## src/rtl/core/wbps_pkg.sv

```systemverilog
// Package for the wildcard byte pattern scanner: configuration types,
// register indexes and fixed widths. No dependencies.
`default_nettype none

package wbps_pkg;

  localparam int unsigned MaxPatternBytes = 8;
  localparam int unsigned PatternBits     = 8 * MaxPatternBytes;
  localparam int unsigned LengthBits      = 4;
  localparam int unsigned ByteIdxBits     = 3;
  localparam int unsigned CfgIndexBits    = 2;
  localparam int unsigned MatchOffsetBits = 32;

  typedef enum logic [CfgIndexBits-1:0] {
    CfgPatternBytes = 2'd0,
    CfgWildcardFlags = 2'd1,
    CfgPatternLength = 2'd2,
    CfgUnused        = 2'd3
  } cfg_index_e;

  typedef struct packed {
    logic [PatternBits-1:0]     pattern_bytes;
    logic [MaxPatternBytes-1:0] wildcard_flags;
    logic [LengthBits-1:0]      pattern_length;
  } cfg_t;

endpackage

`default_nettype wire

```

## src/rtl/core/wbps_cfg_regs.sv

```systemverilog
// Configuration register file for the pattern scanner.
// Depends on wbps_pkg.
`default_nettype none

module wbps_cfg_regs (
  input  wire logic                              clk_i,
  input  wire logic                              rst_ni,
  input  wire logic                              cfg_valid_i,
  output logic                                   cfg_ready_o,
  input  wire logic [wbps_pkg::CfgIndexBits-1:0] cfg_index_i,
  input  wire logic [wbps_pkg::PatternBits-1:0]  cfg_data_i,
  output wbps_pkg::cfg_t                         cfg_o
);

  wbps_pkg::cfg_t cfg_q, cfg_d;

  assign cfg_ready_o = 1'b1;

  always_comb begin
    cfg_d = cfg_q;
    if (cfg_valid_i) begin
      unique case (wbps_pkg::cfg_index_e'(cfg_index_i))
        wbps_pkg::CfgPatternBytes: cfg_d.pattern_bytes = cfg_data_i;
        wbps_pkg::CfgWildcardFlags:
          cfg_d.wildcard_flags = cfg_data_i[wbps_pkg::MaxPatternBytes-1:0];
        wbps_pkg::CfgPatternLength:
          cfg_d.pattern_length = cfg_data_i[wbps_pkg::LengthBits-1:0];
        default: cfg_d = cfg_q;
      endcase
    end
  end

  always_ff @(posedge clk_i or negedge rst_ni) begin
    if (!rst_ni) begin
      cfg_q.pattern_bytes  <= '0;
      cfg_q.wildcard_flags <= '0;
      cfg_q.pattern_length <= wbps_pkg::LengthBits'(1);
    end else begin
      cfg_q <= cfg_d;
    end
  end

  assign cfg_o = cfg_q;

endmodule

`default_nettype wire

```

## src/rtl/core/wbps_match.sv

```systemverilog
// Per-byte compare and search state update for the pattern scanner.
// Depends on wbps_pkg.
`default_nettype none

module wbps_match #(
  parameter int unsigned OFFSET_BITS = 32
) (
  input  wire wbps_pkg::cfg_t                         cfg_i,
  input  wire logic [7:0]                             data_byte_i,
  input  wire logic                                   last_i,
  input  wire logic [wbps_pkg::LengthBits-1:0]        matched_count_i,
  input  wire logic [OFFSET_BITS-1:0]                 candidate_start_i,
  input  wire logic [OFFSET_BITS-1:0]                 byte_offset_i,
  input  wire logic                                   already_found_i,
  output logic [wbps_pkg::LengthBits-1:0]             matched_count_o,
  output logic [OFFSET_BITS-1:0]                      candidate_start_o,
  output logic [OFFSET_BITS-1:0]                      byte_offset_o,
  output logic                                        already_found_o,
  output logic                                        found_o,
  output logic [wbps_pkg::MatchOffsetBits-1:0]        match_offset_o,
  output logic                                        search_done_o
);

  logic [wbps_pkg::LengthBits-1:0]  len;
  logic [wbps_pkg::LengthBits-1:0]  cnt;
  logic [wbps_pkg::LengthBits-1:0]  cnt_inc;
  logic [wbps_pkg::ByteIdxBits-1:0] idx;
  logic [7:0]                       pat;
  logic                             wild;
  logic                             hit;
  logic [OFFSET_BITS-1:0]           cand_next;

  always_comb begin
    // Clamp length into 1..MaxPatternBytes.
    if (cfg_i.pattern_length == '0) begin
      len = wbps_pkg::LengthBits'(1);
    end else if (cfg_i.pattern_length > wbps_pkg::LengthBits'(wbps_pkg::MaxPatternBytes)) begin
      len = wbps_pkg::LengthBits'(wbps_pkg::MaxPatternBytes);
    end else begin
      len = cfg_i.pattern_length;
    end
    cnt     = (matched_count_i >= len) ? '0 : matched_count_i;
    cnt_inc = cnt + wbps_pkg::LengthBits'(1);
    idx     = cnt[wbps_pkg::ByteIdxBits-1:0];
    pat     = cfg_i.pattern_bytes[8*idx +: 8];
    wild    = cfg_i.wildcard_flags[idx];
    hit     = wild ? ((data_byte_i & pat) == pat) : (data_byte_i == pat);
    cand_next = (cnt == '0) ? byte_offset_i : candidate_start_i;
  end

  always_comb begin
    matched_count_o   = matched_count_i;
    candidate_start_o = candidate_start_i;
    already_found_o   = already_found_i;
    found_o           = 1'b0;
    search_done_o     = 1'b0;
    match_offset_o    = '0;

    if (!already_found_i) begin
      if (hit) begin
        candidate_start_o = cand_next;
        if (cnt_inc >= len) begin
          found_o         = 1'b1;
          already_found_o = 1'b1;
          matched_count_o = '0;
          match_offset_o  = wbps_pkg::MatchOffsetBits'(cand_next);
        end else begin
          matched_count_o = cnt_inc;
        end
      end else begin
        matched_count_o = '0;
      end
      search_done_o = found_o | last_i;
    end

    // Saturate the offset at its top value.
    byte_offset_o = (&byte_offset_i) ? byte_offset_i
                                     : byte_offset_i + OFFSET_BITS'(1);

    // End of buffer: start over for the next byte.
    if (last_i) begin
      matched_count_o   = '0;
      candidate_start_o = '0;
      byte_offset_o     = '0;
      already_found_o   = 1'b0;
    end
  end

endmodule

`default_nettype wire

```

## src/rtl/core/wildcard_byte_pattern_scan.sv

```systemverilog
// Wildcard byte pattern scanner, one byte per cycle while results are accepted.
// Each byte passes the input register, then the result register; the compare
// and state update fit between the two, so back-to-back bytes stream at one
// byte per cycle unless the result side stalls.
// Reset: asynchronous, active low; clears search state, config to defaults
// (pattern 0, no wildcards, length 1).
`default_nettype none

module wildcard_byte_pattern_scan #(
  parameter int unsigned OFFSET_BITS = 32
) (
  input  wire logic        clk_i,
  input  wire logic        rst_ni,

  // Byte stream in.
  input  wire logic        s_axis_tvalid,
  output logic             s_axis_tready,
  input  wire logic [7:0]  s_axis_tdata,   // [7:0] data_byte
  input  wire logic        s_axis_tlast,   // last_in_buffer

  // Result stream out.
  output logic             m_axis_tvalid,
  input  wire logic        m_axis_tready,
  output logic [31:0]      m_axis_tdata,   // [31:0] match_offset
  output logic [1:0]       m_axis_tuser,   // [0] found, [1] search_done

  // Configuration write channel.
  input  wire logic        cfg_valid_i,
  output logic             cfg_ready_o,
  input  wire logic [1:0]  cfg_index_i,
  input  wire logic [63:0] cfg_data_i
);

  wbps_pkg::cfg_t cfg;

  wbps_cfg_regs u_cfg_regs (
    .clk_i       (clk_i),
    .rst_ni      (rst_ni),
    .cfg_valid_i (cfg_valid_i),
    .cfg_ready_o (cfg_ready_o),
    .cfg_index_i (cfg_index_i),
    .cfg_data_i  (cfg_data_i),
    .cfg_o       (cfg)
  );

  // Input register stage.
  logic       in_valid_q;
  logic [7:0] in_data_q;
  logic       in_last_q;

  // Search state.
  logic [wbps_pkg::LengthBits-1:0] matched_count_q, matched_count_d;
  logic [OFFSET_BITS-1:0]          candidate_start_q, candidate_start_d;
  logic [OFFSET_BITS-1:0]          byte_offset_q, byte_offset_d;
  logic                            already_found_q, already_found_d;

  // Result register.
  logic                                  out_valid_q;
  logic                                  found_q, found_d;
  logic                                  done_q, done_d;
  logic [wbps_pkg::MatchOffsetBits-1:0]  offset_q, offset_d;

  logic out_free;
  logic advance;
  logic in_take;

  // Result register can load when empty or being drained this cycle.
  assign out_free      = !out_valid_q || m_axis_tready;
  assign advance       = in_valid_q && out_free;
  assign s_axis_tready = !in_valid_q || advance;
  assign in_take       = s_axis_tvalid && s_axis_tready;

  wbps_match #(
    .OFFSET_BITS (OFFSET_BITS)
  ) u_match (
    .cfg_i             (cfg),
    .data_byte_i       (in_data_q),
    .last_i            (in_last_q),
    .matched_count_i   (matched_count_q),
    .candidate_start_i (candidate_start_q),
    .byte_offset_i     (byte_offset_q),
    .already_found_i   (already_found_q),
    .matched_count_o   (matched_count_d),
    .candidate_start_o (candidate_start_d),
    .byte_offset_o     (byte_offset_d),
    .already_found_o   (already_found_d),
    .found_o           (found_d),
    .match_offset_o    (offset_d),
    .search_done_o     (done_d)
  );

  // Hold the input byte until the result register takes its outcome.
  always_ff @(posedge clk_i or negedge rst_ni) begin
    if (!rst_ni) begin
      in_valid_q <= 1'b0;
    end else if (in_take) begin
      in_valid_q <= 1'b1;
    end else if (advance) begin
      in_valid_q <= 1'b0;
    end
  end

  always_ff @(posedge clk_i) begin
    if (in_take) begin
      in_data_q <= s_axis_tdata;
      in_last_q <= s_axis_tlast;
    end
  end

  // Advance search state only when a byte is actually consumed.
  always_ff @(posedge clk_i or negedge rst_ni) begin
    if (!rst_ni) begin
      matched_count_q   <= '0;
      candidate_start_q <= '0;
      byte_offset_q     <= '0;
      already_found_q   <= 1'b0;
    end else if (advance) begin
      matched_count_q   <= matched_count_d;
      candidate_start_q <= candidate_start_d;
      byte_offset_q     <= byte_offset_d;
      already_found_q   <= already_found_d;
    end
  end

  // Result register: load on advance, drop once the transaction completes.
  always_ff @(posedge clk_i or negedge rst_ni) begin
    if (!rst_ni) begin
      out_valid_q <= 1'b0;
    end else if (advance) begin
      out_valid_q <= 1'b1;
    end else if (m_axis_tready) begin
      out_valid_q <= 1'b0;
    end
  end

  always_ff @(posedge clk_i) begin
    if (advance) begin
      found_q  <= found_d;
      done_q   <= done_d;
      offset_q <= offset_d;
    end
  end

  assign m_axis_tvalid = out_valid_q;
  assign m_axis_tdata  = offset_q;
  assign m_axis_tuser  = {done_q, found_q};

endmodule

`default_nettype wire

```

## config.mk

```make
export PLATFORM = sky130hd
export DESIGN_NAME = wildcard_byte_pattern_scan
export DESIGN_NICKNAME = d
export VERILOG_FILES = /design/src/rtl/core/wbps_pkg.sv /design/src/rtl/core/wbps_cfg_regs.sv /design/src/rtl/core/wbps_match.sv /design/src/rtl/core/wildcard_byte_pattern_scan.sv
export SDC_FILE = /design/constraint.sdc
export NUM_CORES = 1
export LEC_CHECK = 0
export ABC_CLOCK_PERIOD_IN_PS = 5500
export BUFFER_PORTS_ARGS = -buffer_cell sky130_fd_sc_hd__buf_2
export CAP_MARGIN = 10
export CORE_ASPECT_RATIO = 0.75
export CORE_MARGIN = 4
export CORE_UTILIZATION = 41
export DETAILED_ROUTE_END_ITERATION = 6
export PLACE_DENSITY_LB_ADDON = 0.15
export SKIP_LAST_GASP = 1
export SYNTH_ARGS = -nofsm -noshare
export SYNTH_HDL_FRONTEND = slang
export SYNTH_SLANG_ARGS = --single-unit
```

## constraint.sdc

```tcl
create_clock -name clk_i -period 5.5 [get_ports clk_i]
set_input_delay 0.825 -clock clk_i [delete_from_list [all_inputs] [get_ports clk_i]]
set_output_delay 0.825 -clock clk_i [all_outputs]
set_load 0.02 [all_outputs]
```

Word-level counts from Yosys, hierarchy flattened
Index checks and enable logic that the tools add are counted.
Widths: inputs -> output; s select.
- register bits: 190
- input port bits: 80
- word-level logic and storage cells: 76
- output and inout bits: 37
- $add $sub $neg: 2
- muxes and demuxes: 25
- magnitude comparators: 4
- eq/ne operators: 6
- bitwise gates (word level): 4
- reduce and logical (&&, ||, !) cells: 20
- shifts and indexed selects: 1
- operators by type and width (cell ; number):
    $mux 32 ; 6
    $shiftx 64x7->8 ; 1
    $add 32x1->32 const B ; 1
    $reduce_and 32->1 ; 1
    $mux 4 ; 7
    $eq 8x8->1 ; 2
    $mux 1 ; 11
    $reduce_and 2->1 ; 5
    $and 8x8->8 ; 1
    $ge 4x4->1 ; 2
    $logic_not 4->1 ; 2
    $reduce_bool 2->1 ; 3
    $add 4x1->4 const B ; 1
    $gt 4x4->1 const B ; 1
    $lt 3x4->1 const B ; 1
    $ne 2x2->1 const B ; 2
    $bmux 1 s3 ; 1
    $reduce_and 3->1 ; 1
    $reduce_or 3->1 ; 1
    $eq 2x1->1 const B ; 1
    $eq 2x2->1 const B ; 1
    $logic_and 1x1->1 ; 2
    $logic_not 1->1 ; 2
    $logic_not 2->1 ; 1
    3 further kinds ; 5

Longest topological paths before layout
Gate-level depths: netlist of the first run.
- depth after elaboration: 12
- gate-level depth with buffers: 20
- mapped depth without buffers: 15

Modules after synthesis
From an unflattened synthesis of the first run, not the netlist that was laid out.
- cell total of the unflattened synthesis: 867
- area total of the unflattened synthesis: 10206.0 um^2
- by module, submodules not included (module ; area each (um^2) ; instances ; cells an instance):
    wildcard_byte_pattern_scan ; 3993.8 ; 1 ; 199
    wbps_cfg_regs ; 3154.3 ; 1 ; 164
    wbps_match ; 3057.9 ; 1 ; 504

Least setup slack after synthesis of the first run
No wires, ideal clock.
- path type: register to register
- start point: register matched_count_q[0] in the netlist's numbering
- end point: register done_q, data pin
- setup time: 0.259 ns
- buffers on the path: 7
- data arrival time: 3.454 ns
- slack: 1.788 ns
- stages on the path, launching flop included: 21
- path through: dfrtp_1 -> buf_6 -> buf_12 -> buf_8 -> inv_1 -> ha_1 -> nor3b_1 -> o21a_1 -> buf_4 -> buf_4 -> nand2_1 -> inv_1 -> ha_1 -> ha_1 -> a21o_1 -> a21o_1 -> a21oi_1 -> or4_1 -> buf_2 -> buf_6 -> o21ai_1
- word-level cells in the longest chain between the ends: 9
- elaborated cells on any way between the ends: 15
- RTL lines (element ; line ; RTL):
    start, declared ; wildcard_byte_pattern_scan.sv:52 ; logic [wbps_pkg::LengthBits-1:0] matched_count_q, matched_count_d;
    start signal, assigned ; wildcard_byte_pattern_scan.sv:118 ; matched_count_q <= matched_count_d;
    $ge 4x4->1 ; wbps_match.sv:42 ; cnt = (matched_count_i >= len) ? '0 : matched_count_i;
    $mux 4 (*) ; wbps_match.sv:42 ;
    $shiftx 64x7->8 ; wbps_match.sv:45 ; pat = cfg_i.pattern_bytes[8*idx +: 8];
    $and 8x8->8 ; wbps_match.sv:47 ; hit = wild ? ((data_byte_i & pat) == pat) : (data_byte_i == pat);
    $eq 8x8->1 ; wbps_match.sv:47 ;
    $mux 1 ; wbps_match.sv:47 ;
    $mux 1 (*) ; wbps_match.sv:60 ; if (hit) begin
    $mux 1 (*) ; wbps_match.sv:59 ; if (!already_found_i) begin
    $or 1x1->1 (*) ; wbps_match.sv:73 ; search_done_o = found_o | last_i;
    end signal, assigned ; wildcard_byte_pattern_scan.sv:139 ; done_q <= done_d;
    end, declared ; wildcard_byte_pattern_scan.sv:60 ; logic done_q, done_d;
Mark *: on every way between the ends. The rest lies on a longest branch, timed or not. The select of a mux whose other input is x is not followed.
A chain may end at the register's enable or synchronous reset.

Worst setup path after layout of the first run
- start point: register u_cfg_regs.cfg_q, in the netlist u_cfg_regs.cfg_o[0]
- end point: register offset_q, in the netlist m_axis_tdata[14], data pin
- word-level cells in the longest chain between the ends: 11
- elaborated cells on any way between the ends: 20
- RTL lines (element ; line ; RTL):
    start, declared ; wbps_cfg_regs.sv:15 ; wbps_pkg::cfg_t cfg_q, cfg_d;
    start signal, assigned ; wbps_cfg_regs.sv:39 ; cfg_q <= cfg_d;
    $gt 4x4->1 ; wbps_match.sv:37 ; end else if (cfg_i.pattern_length > wbps_pkg::LengthBits'(wbps_pkg::MaxPatternBytes)) begin
    $mux 4 ; wbps_match.sv:37 ;
    $mux 4 (*) ; wbps_match.sv:35 ; if (cfg_i.pattern_length == '0) begin
    $ge 4x4->1 ; wbps_match.sv:42 ;
    $mux 4 ; wbps_match.sv:42 ;
    $shiftx 64x7->8 ; wbps_match.sv:45 ;
    $and 8x8->8 ; wbps_match.sv:47 ;
    $eq 8x8->1 ; wbps_match.sv:47 ;
    $mux 1 ; wbps_match.sv:47 ;
    $not 1->1 (no source line) ; -- ;
    $reduce_or 3->1 (no source line) ; -- ;
    end signal, assigned ; wildcard_byte_pattern_scan.sv:140 ; offset_q <= offset_d;
    end, declared ; wildcard_byte_pattern_scan.sv:61 ; logic [wbps_pkg::MatchOffsetBits-1:0] offset_q, offset_d;
Marks and branches as above.

==> results of run 1 <==
[worst reg2reg max path, cell delays in order, from the launching register on]
cell and delay, ns:
dfstp_2 0.53, nor2_1 0.04, nor2_1 0.16, ha_1 0.27
nor3b_1 0.26, o21a_1 0.17, buf_4 0.22, nand2_1 0.12
inv_1 0.12, ha_1 0.26, ha_1 0.28, a21o_1 0.15
a21o_1 0.17, a21oi_1 0.39, or4_1 0.99, buf_4 0.34
a21oi_2 0.05
[cell type report]
class	instances	area, µm²	area share (%)
flip-flops and latches	190	4971	48.25
well taps	288	360.3	3.497
inverters	14	52.55	0.5100
clock buffers	19	464.2	4.505
repair buffers	132	709.4	6.885
multi-input cells	495	3626	35.19
clock inverters	13	120.1	1.166
[logic make-up (layout without fill, tap and decap cells)]
group | count (synthesis) | count (layout) | synth area share, %
mux | 97 | 97 | 12.95
other cells | 1 | 1 | 0.04211
simple gates | 223 | 223 | 11.83
xor+xnor | 29 | 29 | 2.852
fa+ha+maj | 11 | 11 | 1.545
compound gates | 134 | 134 | 11.28
flops | 190 | 190 | 55.82
buf+inv | 61 | 178 | 3.681
[report_power, final]
| group | switching, W | internal [W] | leakage (nW) |
|---|---|---|---|
| Sequential | 0.0000808 | 0.00158 | 2.31 |
| Combinational | 0.000264 | 0.000213 | 1.67 |
| Clock | 0.000579 | 0.000638 | 0.291 |
| Total | 0.000923 | 0.00243 | 4.27 |
[state kept, by name, indices dropped and copies added, names as in the netlist]
signal,flops
in_data_q,8
found_q,1
matched_count_q,4
byte_offset_q,32
in_valid_q,1
in_last_q,1
m_axis_tvalid,1
u_cfg_regs.cfg_o,76
m_axis_tdata,32
candidate_start_q,32
already_found_q,1
done_q,1
[routing by layer]
metal  track usage (%)  routed length [µm]  up-vias
li1                  -                   -     2885
met1             28.27               10780     3055
met2             27.41                9371      124
met3             4.297                1040       14
met4             3.920                 194        0
met5                 0                   0        -
[how the worst max path moves through the flow]
stage	endpoint	slack (ns)	cells past startpoint
2_1_floorplan	done_q$_SDFFCE_PP0P_	1.79	20
3_3_place_gp	m_axis_tdata[26]$_SDFFCE_PP0P_	0.95	16
3_5_place_dp	m_axis_tdata[30]$_SDFFCE_PP0P_	0.74	16
4_1_cts	m_axis_tdata[29]$_SDFFCE_PP0P_	0.74	16
5_1_grt	m_axis_tdata[31]$_SDFFCE_PP0P_	0.37	17
6_report	m_axis_tdata[14]$_SDFFCE_PP0P_	0.74	16
[cell usage in the layout (no fill, tap or decap), types with 3 or more instances in the layout]
cell	count
dfrtp_1	146
buf_2	114
nand2_1	96
mux2_2	76
edfxtp_1	43
nor2_1	41
a22o_1	32
a21oi_2	28
xor2_1	23
nand3_1	21
a21oi_1	20
clkbuf_16	18
buf_4	17
inv_1	14
o21ai_0	14
mux2i_1	14
a211oi_1	11
ha_1	11
nor3b_1	9
nand4_1	8
mux4_2	7
xnor2_1	6
nor3_1	6
and4_1	6
o211ai_1	5
o21a_1	5
and2_1	5
nand2b_1	5
inv_6	5
a21o_1	4
o22ai_1	4
and3_1	4
nor2b_1	4
nand3b_1	3
or3_1	3
clkinv_4	3
[metrics by stage]
step | hold WS, ns | util [%]
global route | 0.3546 | 48.52
floorplan | 0.4572 | -
finish | 0.3216 | 48.52
CTS | 0.3246 | 48.52
global placement | 0.4761 | 45.76
detailed placement | 0.4911 | 45.76
==> impl_metrics.json, run 1 <==
{
  "maxCapViolCount": 0,
  "first_pass_iters": 4,
  "grt-ovfl-total": 0,
  "finalSetupViolations": 0,
  "clock_path_buffers": 2,
  "reg2reg_from": "u_cfg_regs.cfg_o[0]$_DFFE_PN1P_",
  "routed_via_density": 5.281,
  "grt_max_degree": 65,
  "nFillCells": 1915,
  "pwr_density_cell_nw_per_um2": 325.4,
  "insertion_delay_ns": 0.43,
  "synth_most_common_cell": "dfrtp_1",
  "fmax_mhz": 210.2,
  "rsz0062_at_grt": "false",
  "startpoint_type": "register",
  "post_cts_resized": 0,
  "syn_area_um2": 8906,
  "hold_viol": 0,
  "synth_area_per_cell_um2": 11.94,
  "dp.cells": 1119,
  "p_total_w": 0.003353,
  "hp-class": "in -> async",
  "synthFlopType": "dfrtp_1",
  "clock-sinks": 190,
  "synth_top_area_cell": "dfrtp_1",
  "ys_top_cells_by_area": "dfrtp_1 (41%), edfxtp_1 (14%), mux2_2 (9.6%)",
  "synth_top_area_share_pct": 41.02,
  "fp-row-count": 46,
  "synthCells": 746,
  "path_clk_slew_ns": 0.07,
  "startpoint": "u_cfg_regs.cfg_o[0]$_DFFE_PN1P_",
  "n_antenna_cell": 0,
  "fin_skew_ns": 0.01347,
  "status": "completed",
  "r2r_slack_ns": 0.74,
  "yosysSeqAreaShare_pct": 55.82,
  "die_area_um2": 24170,
  "routabilityCongestion": 0.8459,
  "grt_pass1_vias": 6369,
  "critPathRequiredTime_ns": 5.68,
  "die_h_um": 135.6,
  "critPathBufInv": 3,
  "drive_gt1_share_pct": 33.02,
  "rr_endpoint": "m_axis_tdata[14]$_SDFFCE_PP0P_",
  "postCtsSetupBuffers": 0,
  "synth_cell_types": 58,
  "critPathSlowestCell": "or4_1",
  "drc": 0,
  "io_buffers": 115,
  "finalNonFillerCells": 1151,
  "grt.total_usage_pct": 18.63,
  "place_area_um2": 9719,
  "grt_pass1_wl_mm": 35.23,
  "final_area_um2": 10300,
  "finalCriticalPeriod_ns": 4.757,
  "cts_root_buf": "clkbuf_16",
  "ys.warnings.count": 0,
  "nNetsFinal": 941,
  "synth_nets": 837,
  "dp_slack_ns": 0.7413,
  "coreArea_um2": 21240,
  "drt_iter0_drc": 352,
  "end_kind": "register",
  "tightest_slew_ns": 1.200,
  "cp_cell_sequence": "nor2_1, nor2_1, ha_1, nor3b_1, o21a_1, buf_4, nand2_1, inv_1, ha_1, ha_1, a21o_1, a21o_1, a21oi_1, or4_1, buf_4, a21oi_2",
  "slew_violations": 0,
  "wl_mm": 21.38,
  "crit_arrival_ns": 4.94,
  "ir_drop_mv": 0.1793,
  "ant_nets": 0,
  "slew_headroom_pct": 20.03,
  "fin_crit_sh_pct": 86.48,
  "antenna_found_initial": 0,
  "die_w_um": 178.2,
  "reg2reg_depth": 16,
  "worstSetupPathType": "reg -> reg",
  "syn2layout_area_growth_pct": 15.69,
  "cts_tree": "done",
  "vias": 6078,
  "crit_fanout": 21,
  "htree_levels": 4,
  "crit_top_cell": "ha_1",
  "synth_edf_count": 43,
  "cts_made_buffers": 17,
  "cp_top_family": "simple AND/OR/NAND/NOR gates",
  "hpwlAfterDp_mm": 14.89,
  "tns_ns": 0,
  "io_pins": 117,
  "cts_hold_buffers": 0,
  "ys_top_cells_by_count": "dfrtp_1 (146), nand2_1 (96), mux2_2 (76)",
  "final.setup.worst_slack_ns": 0.7435,
  "cpPeakStageDelay_ns": 0.99,
  "wire_per_inst_um": 18.58,
  "ys_seq_elements": 190,
  "postSynth.asyncResetShare_pct": 77.37,
  "power_leakage_nw": 4.274,
  "start_util_pct": 41.93
}
Note: power is estimated with default switching activity, not from simulation.
==> run 2, diff against run 1 <==
--- a/config.mk
+++ b/config.mk
@@ -6,7 +6,7 @@
 export NUM_CORES = 1
 export LEC_CHECK = 0
 export ABC_CLOCK_PERIOD_IN_PS = 5500
-export BUFFER_PORTS_ARGS = -buffer_cell sky130_fd_sc_hd__buf_2
+export BUFFER_PORTS_ARGS = -buffer_cell sky130_fd_sc_hd__buf_4
 export CAP_MARGIN = 10
 export CORE_ASPECT_RATIO = 0.75
 export CORE_MARGIN = 4
==> impl_metrics.json, run 2 (synthesized netlist as in run 1, its figures left out) <==
{
  "clock-sinks": 190,
  "clock_path_buffers": 2,
  "status": "completed",
  "maxCapViolCount": 0,
  "ir_drop_mv": 0.2041,
  "power_frac_comb_pct": 15.2,
  "power.switching_w": 0.0008935,
  "crit_arrival_ns": 4.82,
  "worstSetupPathType": "reg -> reg",
  "antenna_found_initial": 0,
  "insertion_delay_ns": 0.43,
  "wire_per_inst_um": 18.60,
  "hold_viol": 0,
  "dp.cells": 1118,
  "nFillCells": 1915,
  "grt-ovfl-total": 0,
  "hpwlAfterDp_mm": 14.77,
  "drive_gt1_share_pct": 32.60,
  "ant_nets": 0,
  "switching_share_pct": 27.02,
  "drc": 0,
  "internal-power_w": 0.002413,
  "finalNonFillerCells": 1150,
  "syn2layout_area_growth_pct": 18.24,
  "start_util_pct": 41.93,
  "slew_violations": 0,
  "grt.total_usage_pct": 18.47,
  "drt_iter0_drc": 480,
  "critPathRequiredTime_ns": 5.68,
  "n_antenna_cell": 0,
  "coreArea_um2": 21240,
  "nNetsFinal": 940,
  "cts_made_buffers": 17,
  "cts_tree": "done",
  "fp-row-count": 46,
  "fin_crit_sh_pct": 84.46,
  "finalCriticalPeriod_ns": 4.646,
  "slew_headroom_pct": 24.68,
  "power_leakage_nw": 4.332,
  "vias": 6150,
  "rsz0062_at_grt": "false",
  "tightest_slew_ns": 1.130,
  "grt_max_degree": 102,
  "path_clk_slew_ns": 0.07,
  "fmax_mhz": 215.3,
  "crit_fanout": 21,
  "hp-class": "in -> async",
  "largest_reg_flops": 76,
  "io_pins": 117,
  "grt_pass1_vias": 6476,
  "routabilityCongestion": 0.8579,
  "dp_slack_ns": 0.8012,
  "die_w_um": 178.2,
  "grt_pass1_wl_mm": 35.10,
  "finalSetupViolations": 0,
  "cts_root_buf": "clkbuf_16",
  "pwr-share-clk_pct": 34.6,
  "tns_ns": 0,
  "wl_mm": 21.39,
  "routed_via_density": 5.348,
  "post_cts_resized": 0,
  "mostFrequentLayoutCells": "dfrtp_1 (146), buf_4 (130), nand2_1 (96)",
  "htree_levels": 4,
  "die_h_um": 135.6,
  "first_pass_iters": 5,
  "worst_hold_slack_ns": 0.4744,
  "cts_hold_buffers": 0,
  "fin_skew_ns": 0.01164,
  "io_buffers": 115,
  "end_kind": "register",
  "die_area_um2": 24170,
  "final.setup.worst_slack_ns": 0.8545,
  "final_common_cell": "dfrtp_1",
  "startpoint_type": "register",
  "pwr_density_cell_nw_per_um2": 314.0,
  "power_frac_seq_pct": 50.3,
  "postCtsSetupBuffers": 0
}
run 2: cell types whose count changed in the layout (fill, tap and decap cells not counted), sizes merged:
| cell | delta |
|---|---|
| buf | -1 |
| clkinv | +1 |
| clkbuf | +2 |
| inv | -4 |
| clkinvlp | +1 |
run 2: per-layer routing:
| metal | up-vias | wire length, µm | GRT usage, % |
|---|---|---|---|
| li1 | 2879 | - | - |
| met4 | 0 | 239 | 4.261 |
| met2 | 146 | 9412 | 27.14 |
| met3 | 19 | 1091 | 3.934 |
| met5 | - | 0 | 0 |
| met1 | 3106 | 10650 | 28.15 |
run 2: worst paths after layout:
check / startpoint / endpoint / slack, ns / depth (start not counted)
max reg2reg: u_cfg_regs.cfg_o[0]$_DFFE_PN1P_ / m_axis_tdata[29]$_SDFFCE_PP0P_ / 0.85 / 16
min reg2reg: u_cfg_regs.cfg_o[66]$_DFFE_PN0P_ / u_cfg_regs.cfg_o[66]$_DFFE_PN0P_ / 0.50 / 1
max in group asynchronous: rst_ni / u_cfg_regs.cfg_o[12]$_DFFE_PN0P_ / 3.81 / 2
min: rst_ni / u_cfg_regs.cfg_o[39]$_DFFE_PN0P_ / 0.47 / 1
max: u_cfg_regs.cfg_o[0]$_DFFE_PN1P_ / m_axis_tdata[29]$_SDFFCE_PP0P_ / 0.85 / 16
min in group clk_i: u_cfg_regs.cfg_o[66]$_DFFE_PN0P_ / u_cfg_regs.cfg_o[66]$_DFFE_PN0P_ / 0.50 / 1
run 2: critical path, stage by stage (launching register included):
cell	delay [ns]
dfstp_2	0.53
nor2_1	0.05
nor2_1	0.16
ha_1	0.27
nor3b_1	0.22
o21a_1	0.16
buf_4	0.22
nand2_1	0.13
inv_1	0.12
ha_1	0.26
ha_1	0.28
a21o_1	0.15
a21o_1	0.16
a21oi_1	0.36
or4_1	0.94
buf_4	0.34
a21oi_2	0.04
run 2: final cells by class:
type / count / area [µm²] / area share (%)
Sequential cell: 190 / 4971 / 47.21
Clock buffer: 21 / 450.4 / 4.278
Tap cell: 288 / 360.3 / 3.422
Multi-Input combinational cell: 495 / 3626 / 34.43
Timing Repair Buffer: 131 / 987.2 / 9.375
Clock inverter: 11 / 82.58 / 0.7842
Inverter: 14 / 52.55 / 0.4990
run 2: through the flow:
stage,total power [W],utilization [%],area [µm²]
6_report,0.003306,49.58,10530
3_5_place_dp,0.002196,47.07,9997
3_3_place_gp,0.002175,47.07,9997
5_1_grt,0.003462,49.58,10530
4_1_cts,0.003343,49.58,10530
2_1_floorplan,0.001997,-,8906
run 2: power groups by stage:
stage / combinational (W) / sequential, W / clock (W)
floorplan: 0.000321 / 0.00168 / 0
global route: 0.000554 / 0.00168 / 0.00123
CTS: 0.000509 / 0.00166 / 0.00117
detailed placement: 0.000507 / 0.00169 / 0
finish: 0.000501 / 0.00166 / 0.00114
global placement: 0.000494 / 0.00168 / 0
==> run 3, diff against run 2 <==
--- a/config.mk
+++ b/config.mk
@@ -5,7 +5,7 @@
 export SDC_FILE = /design/constraint.sdc
 export NUM_CORES = 1
 export LEC_CHECK = 0
-export ABC_CLOCK_PERIOD_IN_PS = 5500
+export ABC_CLOCK_PERIOD_IN_PS = 4700
 export BUFFER_PORTS_ARGS = -buffer_cell sky130_fd_sc_hd__buf_4
 export CAP_MARGIN = 10
 export CORE_ASPECT_RATIO = 0.75
==> constraint.sdc (replaced) <==
create_clock -name clk_i -period 4.7 [get_ports clk_i]
set_input_delay 0.705 -clock clk_i [delete_from_list [all_inputs] [get_ports clk_i]]
set_output_delay 0.705 -clock clk_i [all_outputs]
set_load 0.02 [all_outputs]
==> impl_metrics.json, run 3 (synthesized netlist as in run 1, its figures left out) <==
{
  "grt.total_usage_pct": 18.18,
  "hpwlAfterDp_mm": 14.54,
  "antenna_found_initial": 0,
  "critPathRequiredTime_ns": 4.86,
  "grt-ovfl-total": 0,
  "start_util_pct": 41.93,
  "worstSetupPathType": "reg -> reg",
  "startpoint_type": "register",
  "routabilityCongestion": 0.8707,
  "final_common_cell": "dfrtp_1",
  "coreArea_um2": 21240,
  "wire_per_inst_um": 18.51,
  "drc": 0,
  "largest_reg_flops": 76,
  "ant_nets": 0,
  "fp-row-count": 46,
  "cts_tree": "done",
  "maxCapViolCount": 0,
  "slew_violations": 0,
  "rsz0062_at_grt": "false",
  "first_pass_iters": 5,
  "io_pins": 117,
  "grt_util_met3_pct": 4.325,
  "fmax_mhz": 243.6,
  "crit_top_cell": "ha_1",
  "post_cts_resized": 0,
  "vias": 6134,
  "use_met1_pct": 27.91,
  "nNetsFinal": 939,
  "die_area_um2": 24170,
  "routed_via_density": 5.339,
  "critPathSlowestCell": "dfstp_2",
  "htree_levels": 4,
  "cpPeakStageDelay_ns": 0.53,
  "insertion_delay_ns": 0.43,
  "met2_usage_pct": 25.91,
  "ir_drop_mv": 0.2311,
  "fin_skew_ns": 0.01112,
  "cp_top_family": "compound AO/OA/AOI/OAI gates",
  "hp-class": "in -> async",
  "cts_root_buf": "clkbuf_16",
  "fin_crit_sh_pct": 87.33,
  "startpoint": "u_cfg_regs.cfg_o[0]$_DFFE_PN1P_",
  "status": "completed",
  "power_leakage_nw": 4.346,
  "slew_headroom_pct": 32.95,
  "clock-sinks": 190,
  "wl_mm": 21.27,
  "cp_cell_sequence": "nor2_1, nor2_1, ha_1, nor3b_1, o21a_1, buf_4, nand2_1, inv_1, ha_1, ha_1, a21o_1, a21o_1, a21oi_1, or4_1, buf_4, o21ai_1",
  "critPathBufInv": 3,
  "io_buffers": 115,
  "path_clk_slew_ns": 0.07,
  "reg2reg_from": "u_cfg_regs.cfg_o[0]$_DFFE_PN1P_",
  "syn2layout_area_growth_pct": 18.53,
  "cts_hold_buffers": 0,
  "postCtsSetupBuffers": 0,
  "crit_arrival_ns": 4.26,
  "drive_gt1_share_pct": 32.64,
  "finalSetupViolations": 0,
  "finalCriticalPeriod_ns": 4.104,
  "crit_fanout": 34,
  "die_h_um": 135.6,
  "die_w_um": 178.2,
  "grt_max_degree": 107,
  "n_antenna_cell": 0,
  "nFillCells": 1886,
  "clock_path_buffers": 2,
  "cts_made_buffers": 17,
  "grt_pass1_wl_mm": 34.26,
  "hold_viol": 0,
  "end_kind": "register",
  "final_util_pct": 49.71,
  "pwr_density_cell_nw_per_um2": 372.9,
  "grt_pass1_vias": 6130,
  "drt_iter0_drc": 441,
  "mostFrequentLayoutCells": "dfrtp_1 (146), buf_4 (129), nand2_1 (96)",
  "tns_ns": 0,
  "grt-busiest-layer": "met1",
  "tightest_slew_ns": 1.006
}
## run 3: changes by cell type in the layout (fill, tap and decap cells not counted)
cell       before  now
buf_4         130  129
bufinv_16       0    1
clkbuf_1        3    2
clkbuf_16      17   18
clkbuf_8        1    0
clkinv_2        2    3
clkinv_4        4    3
## run 3: final cells by class
class                           instances  area, µm²  share of cell area, %
Inverter                               14      52.55                 0.4978
Multi-Input combinational cell        495       3626                  34.35
Clock inverter                         12      108.9                  1.031
Tap cell                              288      360.3                  3.414
Sequential cell                       190       4971                  47.09
Timing Repair Buffer                  130      979.7                  9.281
Clock buffer                           20      457.9                  4.338
## run 3: per-layer routing
| layer | wire length (µm) | part of all wire, % |
|---|---|---|
| met2 | 9242 | 43 |
| met1 | 10550 | 50 |
| met5 | 0 | 0 |
| met4 | 269 | 1.3 |
| met3 | 1207 | 5.7 |
## run 3: worst paths after layout
path | depth (start not counted) | slack, ns | endpoint
hold reg to reg | 1 | 0.50 | u_cfg_regs.cfg_o[10]$_DFFE_PN0P_
max in group asynchronous | 2 | 3.13 | byte_offset_q[19]$_DFFE_PN0P_
setup reg to reg | 16 | 0.60 | done_q$_SDFFCE_PP0P_
hold / removal | 1 | 0.39 | u_cfg_regs.cfg_o[74]$_DFFE_PN0P_
min in group clk_i | 1 | 0.45 | in_data_q[0]$_DFFE_PP_
setup / recovery | 16 | 0.60 | done_q$_SDFFCE_PP0P_
## run 3: per-stage QoR
| step | instance area [µm²] | power, W | cells | setup slack, ns | hold slack [ns] |
|---|---|---|---|---|---|
| floorplan | 8906 | 0.002337 | 746 | 0.9876 | 0.4094 |
| global placement | 9990 | 0.002542 | 1117 | 0.6959 | 0.4758 |
| detailed placement | 9990 | 0.002564 | 1117 | 0.5583 | 0.4895 |
| CTS | 10560 | 0.003979 | 1149 | 0.5455 | 0.4287 |
| global route | 10560 | 0.004117 | 1149 | 0.2151 | 0.4314 |
| finish | 10560 | 0.003936 | 1149 | 0.5957 | 0.3937 |
## run 3: worst reg2reg max path, stage by stage, from the launching register on
cell and delay [ns]:
dfstp_2 0.53, nor2_1 0.04, nor2_1 0.15, ha_1 0.26
nor3b_1 0.23, o21a_1 0.16, buf_4 0.21, nand2_1 0.12
inv_1 0.13, ha_1 0.25, ha_1 0.28, a21o_1 0.15
a21o_1 0.17, a21oi_1 0.36, or4_1 0.18, buf_4 0.47
o21ai_1 0.13
## run 3: where the power goes
| group | internal, W | leakage [nW] | switching [W] |
|---|---|---|---|
| Sequential | 0.00185 | 2.31 | 0.0000954 |
| Clock | 0.000766 | 0.281 | 0.000643 |
| Combinational | 0.000276 | 1.75 | 0.000307 |
